==> src/hw/rtl/assert_macros.svh <==
// Assertion helpers shared by the learner RTL.
// Each macro expects signals named clk and arst_n in the calling module.
`ifndef ASSERT_MACROS_SVH
`define ASSERT_MACROS_SVH

// Check a property at every clock edge outside reset.
`define MCVL_HOLDS(lbl, prop, msg) \
	lbl: assert property (@(posedge clk) disable iff (!arst_n) prop) else $error(msg);

// Check that a condition holds in the cycle after a trigger.
`define MCVL_NEXT(lbl, ante, cons, msg) \
	lbl: assert property (@(posedge clk) disable iff (!arst_n) (ante) |=> (cons)) else $error(msg);

`endif

==> src/hw/rtl/mcvl_pkg.sv <==
`timescale 1ns / 1ps
package mcvl_pkg;

	localparam int MAX_STEPS_DEF = 32;

	localparam int ST_W      = 10;
	localparam int PAIR_W    = 11;
	localparam int TBL_DEPTH = 2048;
	localparam int REW_W     = 16;
	localparam int VAL_W     = 32;
	localparam int VIS_W     = 16;
	localparam int GAMMA_W   = 17;
	localparam int THR_W     = 5;
	localparam int CFG_IDX_W = 1;
	localparam int CFG_DAT_W = 17;

	localparam int DVD_W = 34;
	localparam int DVS_W = 16;

	localparam logic [GAMMA_W-1:0] GAMMA_ONE = 17'd65536;
	localparam logic [THR_W-1:0]   THR_RST   = 5'd17;

	localparam logic [1:0] CMD_RECORD = 2'd0;
	localparam logic [1:0] CMD_END    = 2'd1;
	localparam logic [1:0] CMD_QUERY  = 2'd2;

	localparam logic [CFG_IDX_W-1:0] REG_DISCOUNT = 1'b0;
	localparam logic [CFG_IDX_W-1:0] REG_HIT_THR  = 1'b1;

	typedef struct packed {
		logic                    seen;
		logic [VIS_W-1:0]        visit;
		logic signed [VAL_W-1:0] value;
	} row_t;

	typedef struct packed {
		logic [PAIR_W-1:0]       pair;
		logic signed [REW_W-1:0] reward;
	} step_t;

	function automatic logic signed [VAL_W-1:0] sat32(input logic signed [35:0] x);
		logic signed [VAL_W-1:0] r;
		if ((&x[35:31]) || !(|x[35:31]))
			r = x[31:0];
		else if (x[35])
			r = {1'b1, {(VAL_W-1){1'b0}}};
		else
			r = {1'b0, {(VAL_W-1){1'b1}}};
		return r;
	endfunction

endpackage

==> src/hw/rtl/mcvl_div.sv <==
`timescale 1ns / 1ps
`include "assert_macros.svh"
module mcvl_div import mcvl_pkg::*; (
	input  logic             clk,
	input  logic             arst_n,
	input  logic             start,
	input  logic [DVD_W-1:0] dividend,
	input  logic [DVS_W-1:0] divisor,
	output logic             done,
	output logic [DVD_W-1:0] quotient
);

	localparam int CW = $clog2(DVD_W);

	logic             busy_q;
	logic             done_q;
	logic [CW-1:0]    cnt_q;
	logic [DVD_W-1:0] acc_q;
	logic [DVS_W-1:0] rem_q;
	logic [DVS_W-1:0] dvs_q;
	logic [DVS_W:0]   trial;
	logic             ge;

	// one quotient bit per cycle, restoring
	assign trial = {rem_q, acc_q[DVD_W-1]};
	assign ge    = trial >= {1'b0, dvs_q};

	always_ff @(posedge clk or negedge arst_n) begin
		if (!arst_n) begin
			busy_q <= 1'b0;
			done_q <= 1'b0;
			cnt_q  <= '0;
			acc_q  <= '0;
			rem_q  <= '0;
			dvs_q  <= '0;
		end else begin
			done_q <= 1'b0;
			if (start) begin
				busy_q <= 1'b1;
				cnt_q  <= '0;
				acc_q  <= dividend;
				rem_q  <= '0;
				dvs_q  <= divisor;
			end else if (busy_q) begin
				rem_q <= ge ? DVS_W'(trial - {1'b0, dvs_q}) : trial[DVS_W-1:0];
				acc_q <= {acc_q[DVD_W-2:0], ge};
				cnt_q <= cnt_q + 1'b1;
				if (cnt_q == CW'(DVD_W - 1)) begin
					busy_q <= 1'b0;
					done_q <= 1'b1;
				end
			end
		end
	end

	assign done     = done_q;
	assign quotient = acc_q;

	`MCVL_HOLDS(a_start_idle, start |-> !busy_q, "divider started while busy")

endmodule

==> config.mk <==
export PLATFORM = sky130hd
export DESIGN_NAME = mcvl_div
export DESIGN_NICKNAME = d
export VERILOG_FILES = /design/src/hw/rtl/mcvl_pkg.sv /design/src/hw/rtl/mcvl_div.sv
export VERILOG_INCLUDE_DIRS = /design/src /design/src/hw/rtl
export SDC_FILE = /design/constraint.sdc
export NUM_CORES = 1
export LEC_CHECK = 0
export ABC_AREA = 1
export BUFFER_PORTS_ARGS = -buffer_cell sky130_fd_sc_hd__buf_2
export CORE_MARGIN = 1.5
export CORE_UTILIZATION = 30
export DETAILED_ROUTE_END_ITERATION = 8
export PLACE_DENSITY_LB_ADDON = 0.1
export SYNTH_ARGS = -nofsm -noshare
export SYNTH_HDL_FRONTEND = slang
export SYNTH_SLANG_ARGS = --single-unit
==> constraint.sdc <==
create_clock -name clk -period 1.9 [get_ports clk]
set_input_delay 0.38 -clock clk [delete_from_list [all_inputs] [get_ports clk]]
set_output_delay 0.38 -clock clk [all_outputs]
set_load 0.02 [all_outputs]
Yosys cells after proc, flatten, opt, wreduce, memory -nomap -nowiden
Index checks and enable logic that the tools add are counted.

storage, ports and cells
  flip-flop bits (word level) = 74
  input port bits = 53
  output and inout bits = 35
  logic and storage cells = 24

cells by class
  add/subtract/negate cells = 2
  magnitude comparators = 1
  equality and inequality tests = 1
  multiplexer cells = 13
  reductions and logical operators = 1

operator list
  cell                                          count
  2-to-1 mux 34 bit                             2
  2-to-1 mux 16 bit                             3
  >= comparator 17 x 16 -> 1 bit                1
  subtractor 16 bit                             1
  2-to-1 mux 6 bit                              2
  adder 6 x 1 -> 6 bit (second input constant)  1
  equality test 6 bit (second input constant)   1
  2-to-1 mux 1 bit                              6
  nonzero test 2 bit                            1

Logic depth before layout (Yosys ltp)
  word-level depth = 4
  mapped depth = 14

Worst setup path before layout
Ideal clock, no wire load.

  kind = reg2reg
  start point = register acc_q[33] (netlist: quotient[33])
  end point = register rem_q[8]
  data arrival time = 1.782 ns
  data required time = 1.783 ns
  setup slack = 0.001 ns
  cell stages (with the launch flop) = 13
  buffers on the path = 0
  clock period less this slack = 1.899 ns
  path through = dfrtp_1 -> inv_1 -> ha_1 -> fa_1 -> inv_1 -> nand3_1 -> nand3_1 -> nand2_1 -> nand2_1 -> xnor2_1 -> nand2_1 -> nand3_1 -> nand2_1

between the ends
  longest elaborated chain between the ends = 4

ends and longest elaborated chain
  what                                                                 RTL line                        text
  from (decl)                                                          mcvl_div.sv:18                  logic [DVD_W-1:0] acc_q;
  from (signal assigned)                                               mcvl_div.sv:41                  acc_q <= dividend;
  from (signal assigned)                                               mcvl_div.sv:46                  acc_q <= {acc_q[DVD_W-2:0], ge};
  subtractor 16 bit or >= comparator 17 x 16 -> 1 bit (tied branches)  mcvl_div.sv:45, mcvl_div.sv:26
  2-to-1 mux 16 bit *                                                  mcvl_div.sv:45                  rem_q <= ge ? DVS_W'(trial - {1'b0, dvs_q}) : trial[DVS_W-1:0];
  2-to-1 mux 16 bit *                                                  mcvl_div.sv:44                  end else if (busy_q) begin
  2-to-1 mux 16 bit *                                                  mcvl_div.sv:38                  if (start) begin
  to (signal assigned)                                                 mcvl_div.sv:45
  to (decl)                                                            mcvl_div.sv:19                  logic [DVS_W-1:0] rem_q;

Every way passes the cells marked *; elsewhere a longest branch is shown, timed or not. The select of a mux whose other input is x is not followed.
A chain may end at the register's enable or synchronous reset.

Final worst setup path
  start point = register dvs_q[0]
  end point = register rem_q[8]

between the ends
  longest elaborated chain between the ends = 4

ends and longest elaborated chain
  what                                                                 RTL line                        text
  from (decl)                                                          mcvl_div.sv:20                  logic [DVS_W-1:0] dvs_q;
  from (signal assigned)                                               mcvl_div.sv:43                  dvs_q <= divisor;
  subtractor 16 bit or >= comparator 17 x 16 -> 1 bit (tied branches)  mcvl_div.sv:45, mcvl_div.sv:26
  2-to-1 mux 16 bit *                                                  mcvl_div.sv:45
  2-to-1 mux 16 bit *                                                  mcvl_div.sv:44
  2-to-1 mux 16 bit *                                                  mcvl_div.sv:38

Marks and branches as above.

==> impl_metrics.json <==
{
  "total_power_uw": 8310,
  "worst_slew_margin_rel": 0.586,
  "hold_viol": 0,
  "final_nets": 820,
  "maxCapViolCount": 0,
  "routed_wl_um": 12400,
  "h-tree-depth": 3,
  "post_drt_wl_per_cell_um": 13.3,
  "core.rowCount": 43,
  "fin_skew_ns": 0.00813,
  "grt_pass1_vias": 4241,
  "vdd_drop_max_v": 0.000441,
  "fin_ws_ns": 0.0408,
  "met3_usage": 0.0522,
  "die_w_um": 124,
  "grt_busiest_layer": "met2",
  "io_pins": 88,
  "drt_iter0_markers": 179,
  "fmax_mhz": 538,
  "synth_seq_cells": 74,
  "cts-buffers-inserted": 9,
  "vias": 4262,
  "drc_errors": 0,
  "clockRootBuffer": "clkbuf_16",
  "cp_cell_sequence": "ha_4, fa_2, inv_2, nand3_2, nand3_4, nand2_4, nand2_4, xnor2_2, nand2_1, nand3_1, nand2_1",
  "grt_max_degree": 46,
  "crit_arrival_ns": 2.09,
  "cp_slowest_stage_delay_ns": 0.41,
  "post_dp_cell_area_mm2": 0.00545,
  "grt_remaining_overflow": 0,
  "syn-cell-area_mm2": 0.00436,
  "insertion_delay_ns": 0.34,
  "io_buffers": 87,
  "rsz0062_at_grt": "true",
  "syn_avg_cell_area_um2": 7.41,
  "cts.path.max_buffers": 2,
  "synth-edff-count": 0,
  "finalCriticalPeriod_ns": 1.86,
  "use_met2": 0.269,
  "gp_congestion": 0.868,
  "initial_core_util": 0.311,
  "cts_tree": "built",
  "yosysSeqAreaShare": 0.425,
  "cp.required_ns": 2.14,
  "detail-route-antenna-nets": 0,
  "grt_first_pass_wirelength_um": 20500,
  "drt_first_pass_iters": 4,
  "ys_warn_count": 0,
  "die_y_um": 124,
  "synthFlopType": "dfrtp_1",
  "via_per_inst": 4.57,
  "grt_use_met1": 0.229,
  "cp_slowest_cell": "dfrtp_1",
  "hp-class": "input pin to flop",
  "tightest_slew_ns": 0.619,
  "crit_path_end_kind": "flop",
  "drive_above_1_share": 0.367,
  "syn-num-nets": 661,
  "outcome": "complete, no violations",
  "track_usage": 0.173,
  "power_density_mw_per_mm2": 1310,
  "slew_violations": 0,
  "synthCells": 589,
  "cp_max_fo": 3,
  "antennaDiodeCount": 0,
  "p_leak_uw": 0.00338,
  "cp_num_buf_inv": 1,
  "dpl.hpwl_um": 9090,
  "synth_cell_types": 33,
  "finalCritPeriodShare": 0.979,
  "cp_top_family": "adder cells",
  "start_kind": "flop",
  "place_ws_ns": -0.161,
  "utilization": 0.453,
  "clock_sinks": 74,
  "syn2layout_area_growth_pct": 45.9,
  "antenna_found_initial": 0,
  "criticalPathCategory": "flop to flop",
  "die-area_mm2": 0.0153,
  "synthArstFlopShare": 1.00,
  "finalSetupViolCount": 0,
  "clk_pin_slew_ns": 0.06,
  "final_cell_area_mm2": 0.00636,
  "core-area_mm2": 0.0140
}
[routing by layer]
layer	vias up	part of all wire	wire, um
met5	-	0	0
met4	0	0.021	266
met3	20	0.059	732
met2	84	0.45	5570
met1	1979	0.47	5860
li1	2179	-	-
[through the flow]
| stage | std cells | hold WS (ns) | TNS [ns] |
|---|---|---|---|
| after floorplan | 589 | 0.0844 | 0 |
| after global placement | 900 | 0.246 | -1.89 |
| after detailed placement | 900 | 0.246 | -1.72 |
| after CTS | 917 | 0.232 | 0 |
| after global routing | 933 | 0.248 | -0.293 |
| final | 933 | 0.240 | 0 |
[cell usage after synthesis, types with 5 or more instances]
library cell  number  area share
a21oi_1            9       0.010
nor2_1            19       0.016
nand3_1           36       0.041
nor3_1             7      0.0080
nand4_1            5      0.0072
clkbuf_1          14       0.012
ha_1              18       0.052
dfrtp_1           74        0.42
inv_1            104       0.089
xor2_1             6       0.012
o21ai_0           19       0.022
o221ai_1          30       0.060
nand2_1          214        0.18
[placed cells by master, fill, tap and decap left out, drive strengths merged]
cell / n
a21oi: 9
a22oi: 1
and2: 1
buf: 166
clkbuf: 12
clkinv: 1
clkinvlp: 3
dfrtp: 74
dlygate4sd3: 1
fa: 1
ha: 18
inv: 106
nand2: 218
nand3: 39
nand3b: 4
nand4: 5
nor2: 24
nor3: 8
o211ai: 2
o21ai: 20
o221ai: 30
o22ai: 1
or2: 2
xnor2: 1
xor2: 6
[final timing paths]
check                                       from                     to  slack, ns  cells after the start
setup / recovery            dvs_q[0]$_DFFE_PN0P_   rem_q[8]$_DFFE_PN0P_       0.04                     11
hold / removal                        divisor[0]   dvs_q[0]$_DFFE_PN0P_       0.24                      3
setup reg to reg            dvs_q[0]$_DFFE_PN0P_   rem_q[8]$_DFFE_PN0P_       0.04                     11
hold reg to reg            rem_q[15]$_DFFE_PN0P_  rem_q[15]$_DFFE_PN0P_       0.52                      2
max in group asynchronous                 arst_n  rem_q[12]$_DFFE_PN0P_       0.96                      3
min in group asynchronous                 arst_n         done$_DFF_PN0_       0.43                      2
[tightest hold or removal path: cells and delay by family]
family / cells / cell delay, ns
buffers and inverters: 1 / 0.07
and+or+nand+nor: 2 / 0.09
[kinds of logic (layout without fill, tap and decap cells)]
group | count (synthesis) | after routing | synth area share
and+or+nand+nor | 301 | 301 | 0.293
buffers and inverters | 125 | 289 | 0.112
DFF | 74 | 74 | 0.425
AOI/OAI and AO/OA | 63 | 63 | 0.100
adders and majority gates | 19 | 19 | 0.0562
xor gates and xnor gates | 7 | 7 | 0.0141
[cell type report]
type,instances,area [um2]
inverter,105,394
timing repair buffer,168,1110
clock inverter,5,36.3
fill,1437,7680
tap,180,225
sequential,74,1850
multi-input combinational,390,2490
clock buffer,11,253
[sequential cells by signal, summed over array words and instances (netlist names)]
signal and cells:
quotient 34, dvs_q 16, rem_q 16, cnt_q 6, busy_q 1, done 1
[where the power goes]
group / switching (uW) / total (uW) / internal, uW
logic: 2420 / 4630 / 2210
registers: 202 / 2020 / 1820
clock network: 705 / 1660 / 958
total: 3320 / 8310 / 4990
[repair_timing]
action / CTS / global route
endpoints found under the setup margin: 17 / 17
hold buffers: 1 / 0
pin swaps: 2 / 39
hold endpoints to repair: 11 / 0
setup buffers: 0 / 15
gates resized for setup: 23 / 74
cloned: 0 / 1
Power figures use the tool's default switching activity.
