### src/hw/rtl/assert_macros.svh
// Assertion helpers shared by the learner RTL.
// Each macro expects signals named clk and arst_n in the calling module.
`ifndef ASSERT_MACROS_SVH
`define ASSERT_MACROS_SVH

// Check a property at every clock edge outside reset.
`define MCVL_HOLDS(lbl, prop, msg) \
	lbl: assert property (@(posedge clk) disable iff (!arst_n) prop) else $error(msg);

// Check that a condition holds in the cycle after a trigger.
`define MCVL_NEXT(lbl, ante, cons, msg) \
	lbl: assert property (@(posedge clk) disable iff (!arst_n) (ante) |=> (cons)) else $error(msg);

`endif

### src/hw/rtl/mcvl_ram.sv
`timescale 1ns / 1ps
module mcvl_ram #(
	parameter int WIDTH = 8,
	parameter int DEPTH = 32
) (
	input  logic                     clk,
	input  logic                     we,
	input  logic [$clog2(DEPTH)-1:0] waddr,
	input  logic [WIDTH-1:0]         wdata,
	input  logic [$clog2(DEPTH)-1:0] raddr,
	output logic [WIDTH-1:0]         rdata
);

	logic [WIDTH-1:0] mem [DEPTH];

	always_ff @(posedge clk) begin
		if (we)
			mem[waddr] <= wdata;
		rdata <= mem[raddr];
	end

endmodule

### config.mk
export PLATFORM = sky130hd
export DESIGN_NAME = mcvl_ram
export DESIGN_NICKNAME = d
export VERILOG_FILES = /design/src/hw/rtl/assert_macros.svh /design/src/hw/rtl/mcvl_ram.sv
export SDC_FILE = /design/constraint.sdc
export NUM_CORES = 1
export LEC_CHECK = 0
export BUFFER_PORTS_ARGS = -buffer_cell sky130_fd_sc_hd__buf_2
export CAP_MARGIN = 0
export CORE_UTILIZATION = 40
export CTS_CLUSTER_DIAMETER = 80
export DETAILED_ROUTE_END_ITERATION = 8
export PLACE_DENSITY = 0.58
export REMOVE_ABC_BUFFERS = 1
export SYNTH_ARGS = -nofsm -noshare
export SYNTH_HDL_FRONTEND = slang
export SYNTH_SLANG_ARGS = --single-unit
### constraint.sdc
create_clock -name clk -period 4.2 [get_ports clk]
set_input_delay 0 -clock clk [delete_from_list [all_inputs] [get_ports clk]]
set_output_delay 0 -clock clk [all_outputs]
set_load 0.02 [all_outputs]
Word level (Yosys, flattened, before mapping)
Memory sizes are Yosys's and may differ from the RTL's. A register that Yosys moved wholly into a read port is not among the register bits.
Index checks and enable logic that the tools add are counted.

storage, ports and cells
  input port bits = 20
  memory bits (writable) = 256
  flip-flop bits (word level) = 0
  memories = 1

cells by class
  muxes and demuxes = 2

memory list
  name  words  bits a word  rd ports  clocked after memory_dff  wr ports  line            text
  mem   32     8            1         1                         1         mcvl_ram.sv:14  logic [WIDTH-1:0] mem [DEPTH];

operators by type and width
  cell               number
  1-bit two-way mux  2

Longest topological paths before layout
Gate-level depths: netlist (run 1).

  word-level depth = 2
  mapped depth = 5
  depth with buffers taken out = 3

Worst setup path before layout (run 1)
Ideal clock, no wire load.

  path kind = input to register
  from = input port raddr[2]
  to = register rdata[0], read port of mem
  cell stages on the path = 5
  arrival time = 1.682 ns
  library setup time = 0.121 ns
  slack = 2.398 ns
  path through = clkbuf_1 -> clkbuf_1 -> mux4_2 -> mux4_2 -> mux2_2

RTL lines
  element             line            text
  start: declaration  mcvl_ram.sv:10  input logic [$clog2(DEPTH)-1:0] raddr,
  end: declaration    mcvl_ram.sv:11  output logic [WIDTH-1:0] rdata

==> impl_metrics.py, run 1 <==
metrics = {
    "sta": {
        "skew_ns": 0.01070,
        "fmax_mhz": 523.0,
        "maxSlewViolCount": 0,
        "hold_viol_final": 0,
        "tns_ns": 0,
        "finalCritPeriodShare_pct": 45.53,
        "relSlewSlack_pct": 33.46,
        "worstMarginPinSlew_ns": 0.9944,
        "period_needed_ns": 1.912,
        "rsz0062_at_grt": "no",
        "setup_viol": 0,
    },
    "layout": {
        "antennaDiodeCount": 0,
        "layout.nets": 476,
        "areaGrowthSynthToFinish_pct": 13.40,
        "final_cells": 800,
        "final_layout_size_suffix_gt1_share_pct": 34.03,
    },
    "critical_path": {
        "max_stage_delay_ns": 0.58,
        "endpoint_kind": "flop",
        "startpoint_type": "input port",
        "cp_top_family": "multiplexers",
        "cp.arrival_ns": 2.32,
        "critPathKind": "in -> reg",
        "cp_max_fo": 37,
        "worst_path_most_repeated_cell": "mux4_2",
        "worst-path-buf-inv": 2,
        "required_ns": 4.61,
        "cpMaxStageDelayCell": "buf_4",
        "path_cells": "buf_4, buf_12, mux4_2, mux4_2, mux2_2",
    },
    "cts": {
        "clkSinkCount": 264,
        "postCtsSetupBuffers": 0,
        "insertion_delay_ns": 0.52,
        "cts_made_buffers": 26,
        "clockBufferDepth": 3,
        "cts_tree": "done",
        "cts_root_buf": "clkbuf_16",
        "cts_max_level": 1,
        "ctsResizeCount": 0,
        "clk_pin_slew_ns": 0.06,
    },
    "grt": {
        "grt_max_degree": 38,
        "grt.total_usage_pct": 16.59,
        "grt_pass1_wl_um": 30630,
        "antenna_found_initial": 0,
        "overflow": 0,
        "grt_pass1_vias": 4471,
    },
    "detailed_routing": {
        "route.detailed.drc": 0,
        "drtIter0Drc": 457,
        "dr.pass1.iters": 5,
        "wl_per_cell_um": 25.77,
        "drt_wl_total_um": 20620,
        "ant_nets": 0,
        "via_per_inst": 5.455,
        "route.vias.total": 4364,
    },
    "yosys": {
        "synth_area_leaders": "edfxtp_1 (76%), mux4_2 (18%), dfxtp_1 (1.6%)",
        "syn_inst": 417,
        "ys_ff_latch": 264,
        "syn_area_um2": 10050,
        "seq_area_frac_synth_pct": 78.06,
        "yosys.area.top_type": "edfxtp_1",
        "ys_types": 15,
        "syn_avg_cell_area_um2": 24.11,
        "synth_top_flop_cell": "edfxtp_1",
        "synth_top_cell_area_share_pct": 76.47,
        "synth-edff-count": 256,
        "async_flop_share_pct": 0,
        "yosysWarnings": 0,
    },
    "min_path": {
        "hold_class": "in -> reg",
    },
    "floorplan": {
        "start_util_pct": 41.10,
        "die_w_um": 160.5,
        "core_area_um2": 24460,
        "pin_count": 28,
        "rows": 57,
        "die_area_um2": 25770,
        "dieHeight_um": 160.5,
    },
    "power_and_ir_drop": {
        "powerDensity_nw_per_um2": 486.0,
        "p_total_mw": 5.541,
        "p_leak_nw": 3.531,
        "vdd_drop_max_uv": 221.3,
    },
    "outcome": {
        "status": "complete, no violations",
    },
    "placement": {
        "hpwlAfterDp_um": 12410,
        "place_congestion": 0.7260,
        "dpl.cell_count": 751,
        "port_buffers": 27,
    },
    "run": {
        "timing.max_cap.violations": 0,
    },
}
==> power breakdown <==
group          total [mW]  internal (mW)  switching [mW]
clock network        2.32           1.38           0.935
registers            2.94           2.93          0.0115
logic               0.281          0.117           0.165
==> state kept, by name (all words and copies together) (netlist names) <==
signal / flops
mem: 256
rdata: 8
==> cells by family (layout without fill, tap and decap cells) <==
family	Yosys count	after routing	share of synthesized area, %
flip-flops	264	264	78.06
multiplexers	88	88	18.82
AND/OR/NAND/NOR	45	45	2.066
buffers and inverters	20	79	1.058
==> metrics by stage <==
| stage | util [%] | setup WS, ns | hold WS (ns) | instance area (um^2) |
|---|---|---|---|---|
| 4_1_cts | 46.61 | 2.212 | 0.02087 | 11400 |
| 6_report | 46.61 | 2.288 | 0.02467 | 11400 |
| 5_1_grt | 46.61 | 2.132 | 0.04997 | 11400 |
| 3_5_place_dp | 43.03 | 1.663 | 0.4199 | 10530 |
| 2_1_floorplan | - | 2.587 | 0.09887 | 9947 |
| 3_3_place_gp | 43.03 | 1.685 | 0.4229 | 10530 |
==> Yosys cell counts (2+ instances only) <==
cell type,instances
dfxtp_1,8
nor2_1,33
buf_4,6
mux4_2,80
nand3b_1,5
edfxtp_1,256
or3b_2,3
mux2_2,8
clkbuf_1,6
nand3_1,2
buf_1,6
==> placed cells by master (no fill, tap or decap), drive strengths merged <==
cell,count
buf,30
bufinv,2
or3,1
nand3,2
mux2,8
dlygate4sd3,1
edfxtp,256
dfxtp,8
nand2,1
or3b,3
clkinv,9
mux4,80
clkbuf,37
nand3b,5
nor2,33
==> repair_timing <==
item	4_1_cts	5_1_grt
setup endpoints to repair	0	0
hold buffers	1	0
endpoints found under the hold margin	8	0
==> cell type report <==
cell class | instances | area, um^2
Multi-Input combinational cell | 133 | 2100
Clock inverter | 11 | 102.6
Tap cell | 324 | 405.4
Clock buffer | 37 | 763.2
Sequential cell | 264 | 7848
Timing Repair Buffer | 31 | 182.7
Fill cell | 1974 | 13060
==> path summary, 6_finish.rpt <==
kind	start	end	slack, ns	depth (start not counted)
setup / recovery	raddr[0]	rdata[2]	2.29	5
hold reg to reg	mem[2][5]	rdata[5]	0.91	3
setup reg to reg	mem[29][5]	rdata[5]	2.37	3
hold / removal	wdata[2]	mem[2][2]	0.02	1
==> per-layer routing <==
| metal | global-route usage [%] | wire (um) | part of all wire [%] | up-vias |
|---|---|---|---|---|
| met5 | 0 | 0 | 0 | - |
| met4 | 3.636 | 290 | 1.4 | 0 |
| met3 | 2.221 | 1123 | 5.4 | 24 |
| li1 | - | - | - | 1856 |
| met2 | 25.29 | 9722 | 47 | 131 |
| met1 | 25.57 | 9479 | 46 | 2353 |
Note: power is estimated with default switching activity, not from simulation.
==> run 2: changes to the inputs <==
--- a/config.mk
+++ b/config.mk
@@ -5,12 +5,13 @@
 export SDC_FILE = /design/constraint.sdc
 export NUM_CORES = 1
 export LEC_CHECK = 0
+export ABC_AREA = 1
 export BUFFER_PORTS_ARGS = -buffer_cell sky130_fd_sc_hd__buf_2
 export CAP_MARGIN = 0
 export CORE_UTILIZATION = 40
 export CTS_CLUSTER_DIAMETER = 80
 export DETAILED_ROUTE_END_ITERATION = 8
-export PLACE_DENSITY = 0.58
+export PLACE_DENSITY = 0.6
 export REMOVE_ABC_BUFFERS = 1
 export SYNTH_ARGS = -nofsm -noshare
 export SYNTH_HDL_FRONTEND = slang
==> constraint.sdc (replaced) <==
create_clock -name clk -period 1.66 [get_ports clk]
set_input_delay 0 -clock clk [delete_from_list [all_inputs] [get_ports clk]]
set_output_delay 0 -clock clk [all_outputs]
set_load 0.02 [all_outputs]
==> impl_metrics.py, run 2 <==
metrics = {
    "sta": {
        "whs_ns": 0.02271,
        "fmax_mhz": 823.8,
        "setup_viol": 0,
        "worstMarginPinSlew_ns": 0.7933,
        "skew_ns": 0.01414,
        "finalCritPeriodShare_pct": 73.12,
        "worst_slack_ns": 0.4461,
        "period_needed_ns": 1.214,
        "maxSlewViolCount": 0,
        "tns_ns": 0,
        "hold_viol_final": 0,
        "relSlewSlack_pct": 47.12,
        "rsz0062_at_grt": "no",
    },
    "critical_path": {
        "path_cells": "dlygate4sd3_1, buf_2, clkinvlp_4, buf_4, nand2_1, nand2_1, nand2_1, nand2_1",
        "endpoint_kind": "flop",
        "required_ns": 2.09,
        "reg2reg_from": "mem[31][1]",
        "max_stage_delay_ns": 0.53,
        "critPathKind": "in -> reg",
        "cpMaxStageDelayCell": "dlygate4sd3_1",
        "startpoint_type": "input port",
        "worst_path_most_repeated_cell": "nand2_1",
        "cp.arrival_ns": 1.64,
        "cp_max_fo": 17,
        "r2r_cells": 8,
        "startpoint": "raddr[3]",
    },
    "yosys": {
        "seq_area_frac_synth_pct": 72.75,
        "synth_area_leaders": "edfxtp_1 (71%), nand2_1 (13%), nand3_1 (9.5%)",
        "async_flop_share_pct": 0,
        "syn_area_um2": 10790,
        "yosys.area.top_type": "edfxtp_1",
        "synth-edff-count": 256,
        "syn_avg_cell_area_um2": 11.70,
        "synth_top_flop_cell": "edfxtp_1",
        "synth_top_cell_area_share_pct": 71.27,
        "ys_ff_latch": 264,
        "syn_inst": 922,
        "synthTopCellsByCount": "nand2_1 (360), edfxtp_1 (256), nand3_1 (204)",
        "synth_most_common_cell": "nand2_1",
        "ys_types": 12,
        "yosysWarnings": 0,
    },
    "power_and_ir_drop": {
        "p_int_mw": 11.41,
        "p_total_mw": 14.56,
        "p_leak_nw": 4.663,
        "p_switching_mw": 3.150,
        "powerDensity_nw_per_um2": 1172,
        "power_frac_comb_pct": 6.5,
        "vdd_drop_max_uv": 746.2,
        "seq_power_share_pct": 51.1,
        "p_sw_share_pct": 21.64,
        "p_clk_share_pct": 42.3,
    },
    "floorplan": {
        "die_area_um2": 27630,
        "dieHeight_um": 166.2,
        "start_util_pct": 41.04,
        "rows": 59,
        "die_w_um": 166.2,
        "core_area_um2": 26280,
        "pin_count": 28,
    },
    "layout": {
        "utilization_pct": 47.28,
        "fillers": 2366,
        "final_layout_size_suffix_gt1_share_pct": 12.96,
        "top_regs": "mem: 256 flops, rdata: 8 flops",
        "top_register": "mem",
        "layout_common_cells": "nand2_1 (359), edfxtp_1 (256), nand3_1 (200)",
        "areaGrowthSynthToFinish_pct": 15.18,
        "final_common_cell": "nand2_1",
        "finalInstanceArea_um2": 12420,
        "final_cells": 1339,
        "layout.nets": 1004,
        "largest_register_ffs": 256,
    },
    "grt": {
        "grt_pass1_wl_um": 40230,
        "antenna_found_initial": 1,
        "overflow": 0,
        "grt.total_usage_pct": 19.17,
        "grt_pass1_vias": 6762,
        "grt_max_degree": 56,
    },
    "detailed_routing": {
        "drtIter0Drc": 796,
        "route.detailed.drc": 6,
        "drt_wl_total_um": 25870,
        "wl_per_cell_um": 19.32,
        "route.vias.total": 6958,
        "dr.pass1.iters": 7,
        "ant_nets": 0,
        "via_per_inst": 5.196,
    },
    "placement": {
        "port_buffers": 27,
        "hpwlAfterDp_um": 15390,
        "dpl.cell_count": 1285,
        "place_congestion": 0.8142,
        "place_area_um2": 11450,
        "dp_slack_ns": 0.3408,
    },
    "cts": {
        "clockBufferDepth": 3,
        "cts_made_buffers": 28,
        "cts_tree": "done",
        "clkSinkCount": 264,
        "clk_pin_slew_ns": 0.06,
        "insertion_delay_ns": 0.54,
        "cts_max_level": 1,
        "cts_root_buf": "clkbuf_16",
    },
    "run": {
        "timing.max_cap.violations": 0,
    },
    "min_path": {
        "worstHoldStart": "waddr[4]",
        "holdPathStages": 3,
        "hold_class": "in -> reg",
    },
    "outcome": {
        "violations": "DRC",
        "status": "finished, violations left",
    },
}
run 2: changes by cell type in the layout (fill, tap and decap cells not counted), moves of 4 or more:
cell	previous run	this run
mux4_2	80	0
mux2_2	8	0
inv_1	0	7
buf_4	3	47
nand3_1	2	200
nand2_1	1	359
nand3b_1	5	0
nand3_2	0	4
buf_12	1	9
run 2: cell families after synthesis:
logic type             share of synthesized area (%)
DFF                                            72.75
buffers and inverters                          4.141
and+or+nand+nor                                23.11
run 2: final cells by class:
type / count / area [um^2] / share of cell area, %
Sequential cell: 264 / 7848 / 63.16
Multi-Input combinational cell: 596 / 2515 / 20.24
Clock buffer: 37 / 775.7 / 6.244
Timing Repair Buffer: 84 / 683.2 / 5.498
Tap cell: 335 / 419.2 / 3.374
Clock inverter: 12 / 137.6 / 1.108
Inverter: 10 / 43.79 / 0.3525
Antenna cell: 1 / 2.502 / 0.02014
run 2: per-layer routing:
| layer | track usage (%) | share of wire [%] |
|---|---|---|
| met1 | 27.25 | 44 |
| met2 | 30.71 | 47 |
| met3 | 3.527 | 7.5 |
| met4 | 4.267 | 1.5 |
| met5 | 0 | 0 |
run 2: power by group through the flow:
stage	registers, mW	logic [mW]	clock network, mW
2_1_floorplan	7.60	0.391	0
3_3_place_gp	7.58	0.940	0
3_5_place_dp	7.58	0.945	0
4_1_cts	7.44	0.956	6.28
5_1_grt	7.44	1.06	6.51
6_report	7.44	0.953	6.16
run 2: critical path, delay by kind of cell:
family / cells / cell delay, ns
buffers and inverters: 4 / 1.27
and+or+nand+nor: 4 / 0.35
run 2: path summary, 6_finish.rpt:
kind	end	slack, ns
max	rdata[1]	0.45
min	mem[26][6]	0.02
max reg2reg	rdata[1]	0.51
min reg2reg	rdata[4]	0.77
run 2: what timing repair did:
action | CTS | global route
endpoints found under the hold margin | 8 | 0
setup endpoints to repair | 0 | 1
hold buffers | 3 | 0
resized for setup | 0 | 6
buffers inserted | 0 | 2
==> run 3: changes to the inputs <==
==> constraint.sdc (replaced) <==
create_clock -name clk -period 1.1 [get_ports clk]
set_input_delay 0 -clock clk [delete_from_list [all_inputs] [get_ports clk]]
set_output_delay 0 -clock clk [all_outputs]
set_load 0.02 [all_outputs]
==> impl_metrics.py, run 3 (synthesis results as in run 2) <==
metrics = {
    "sta": {
        "worstMarginPinSlew_ns": 0.7803,
        "finalCritPeriodShare_pct": 102.2,
        "relSlewSlack_pct": 47.98,
        "worst_slack_ns": -0.02423,
        "fmax_mhz": 889.5,
        "skew_ns": 0.008854,
        "rsz0062_at_grt": "yes",
        "maxSlewViolCount": 0,
        "tns_ns": -0.03448,
        "hold_viol_final": 0,
        "setup_viol": 2,
        "period_needed_ns": 1.124,
        "whs_ns": 0.04563,
    },
    "min_path": {
        "hold_class": "in -> reg",
        "holdPathEnd": "rdata[3]",
        "worstHoldStart": "raddr[3]",
        "holdPathStages": 6,
    },
    "cts": {
        "postCtsSetupBuffers": 0,
        "cts_tree": "done",
        "insertion_delay_ns": 0.53,
        "clkSinkCount": 264,
        "clk_pin_slew_ns": 0.06,
        "clockBufferDepth": 3,
        "cts_max_level": 1,
        "cts_root_buf": "clkbuf_16",
        "cts_made_buffers": 27,
    },
    "placement": {
        "place_area_um2": 11730,
        "place_congestion": 0.8566,
        "hpwlAfterDp_um": 16190,
        "dpl.cell_count": 1314,
        "port_buffers": 27,
    },
    "layout": {
        "top_regs": "mem: 256 flops, rdata: 8 flops",
        "final_layout_size_suffix_gt1_share_pct": 18.56,
        "layout.nets": 1029,
        "largest_register_ffs": 256,
        "top_register": "mem",
        "layout_common_cells": "nand2_1 (347), edfxtp_1 (256), nand3_1 (176)",
        "areaGrowthSynthToFinish_pct": 17.97,
        "final_common_cell": "nand2_1",
        "final_cells": 1364,
        "finalInstanceArea_um2": 12720,
        "antennaDiodeCount": 0,
    },
    "power_and_ir_drop": {
        "powerDensity_nw_per_um2": 1665,
        "vdd_drop_max_uv": 993.2,
        "p_total_mw": 21.18,
        "p_leak_nw": 4.819,
        "p_switching_mw": 4.781,
        "power_frac_comb_pct": 7.5,
        "p_sw_share_pct": 22.57,
        "p_clk_share_pct": 39.5,
        "p_int_mw": 16.40,
        "seq_power_share_pct": 53.0,
    },
    "critical_path": {
        "worst-path-buf-inv": 1,
        "cp_top_family": "flip-flops",
        "path_cells": "buf_4",
        "cp_max_fo": 1,
        "rrSetupSlack_ns": -0.01,
        "reg2reg_from": "mem[18][6]",
        "critPathKind": "reg -> out",
        "max_stage_delay_ns": 0.42,
        "cp.arrival_ns": 1.12,
        "cpMaxStageDelayCell": "dfxtp_1",
        "r2r_cells": 8,
        "endpoint_kind": "output pin",
        "r2r_end": "rdata[6]",
        "required_ns": 1.10,
        "startpoint_type": "flop",
    },
    "floorplan": {
        "die_area_um2": 27630,
        "pin_count": 28,
        "core_area_um2": 26280,
        "rows": 59,
        "dieHeight_um": 166.2,
        "die_w_um": 166.2,
        "start_util_pct": 41.04,
    },
    "grt": {
        "grt_pass1_vias": 6795,
        "met2_usage_pct": 30.99,
        "grt_pass1_wl_um": 40110,
        "grt.total_usage_pct": 19.11,
        "overflow": 0,
        "antenna_found_initial": 0,
        "grt_max_degree": 51,
        "met1_usage_pct": 27.01,
        "busiest_layer": "met2",
        "globalRouteMet3Util_pct": 2.550,
    },
    "detailed_routing": {
        "route.detailed.drc": 3,
        "wl_per_cell_um": 19.16,
        "route.vias.total": 7025,
        "drt_wl_total_um": 26130,
        "dr.pass1.iters": 7,
        "via_per_inst": 5.150,
        "drtIter0Drc": 722,
        "ant_nets": 0,
    },
    "outcome": {
        "status": "finished, violations left",
        "violations": "DRC, setup timing",
    },
    "run": {
        "timing.max_cap.violations": 0,
    },
}
==> run 3: cell count changes in the layout (fill, tap and decap cells not counted), sizes merged <==
cell / delta
diode: -1
clkbuf: -7
clkinv: +8
buf: +27
inv: +1
dlygate4sd3: -1
bufinv: -2
==> run 3: layout make-up <==
class,instances,area [um^2]
Clock buffer,30,686.9
Clock inverter,19,118.9
Fill cell,2335,13560
Inverter,10,40.04
Multi-Input combinational cell,596,2665
Sequential cell,264,7849
Tap cell,335,419.2
Timing Repair Buffer,110,945.9
==> run 3: power groups by stage <==
stage | logic [mW] | registers [mW] | clock network (mW)
6_report | 1.58 | 11.2 | 8.37
5_1_grt | 1.74 | 11.2 | 8.93
3_3_place_gp | 1.50 | 11.4 | 0
3_5_place_dp | 1.52 | 11.4 | 0
2_1_floorplan | 0.590 | 11.5 | 0
4_1_cts | 1.54 | 11.2 | 8.54
==> run 3: layer usage <==
metal  part of all wire (%)  up-vias  wire length, um
met5                      0        -                0
met4                    2.1        0              551
met3                    5.3       41             1378
met2                     48      189            12460
met1                     45     3420            11740
li1                       -     3375                -
==> run 3: tightest hold or removal path: stages <==
cell and delay, ns:
buf_2 0.11, buf_4 0.21, nand2_1 0.08, nand2_1 0.05, nand2_1 0.04, nand2_1 0.04
==> run 3: stage by stage <==
| step | util (%) | setup WS [ns] |
|---|---|---|
| global placement | 44.62 | -0.2117 |
| floorplan | - | -0.4533 |
| detailed placement | 44.62 | -0.2019 |
| CTS | 47.87 | -0.02791 |
| global route | 48.42 | -0.05984 |
| finish | 48.42 | -0.02423 |
==> run 3: worst max-delay path by stage <==
stage | startpoint | to | depth (start not counted)
CTS | mem[18][6] | rdata[6] | 8
detailed placement | raddr[1] | rdata[4] | 10
floorplan | raddr[0] | rdata[0] | 9
global route | mem[7][1] | rdata[1] | 8
global placement | raddr[1] | rdata[4] | 10
finish | rdata[1] | rdata[1] | 1
==> run 3: repair_timing <==
item / CTS / global route
resized for setup: 12 / 33
setup endpoints to repair: 7 / 10
pin swaps: 8 / 26
hold buffers: 1 / 0
endpoints found under the hold margin: 8 / 0
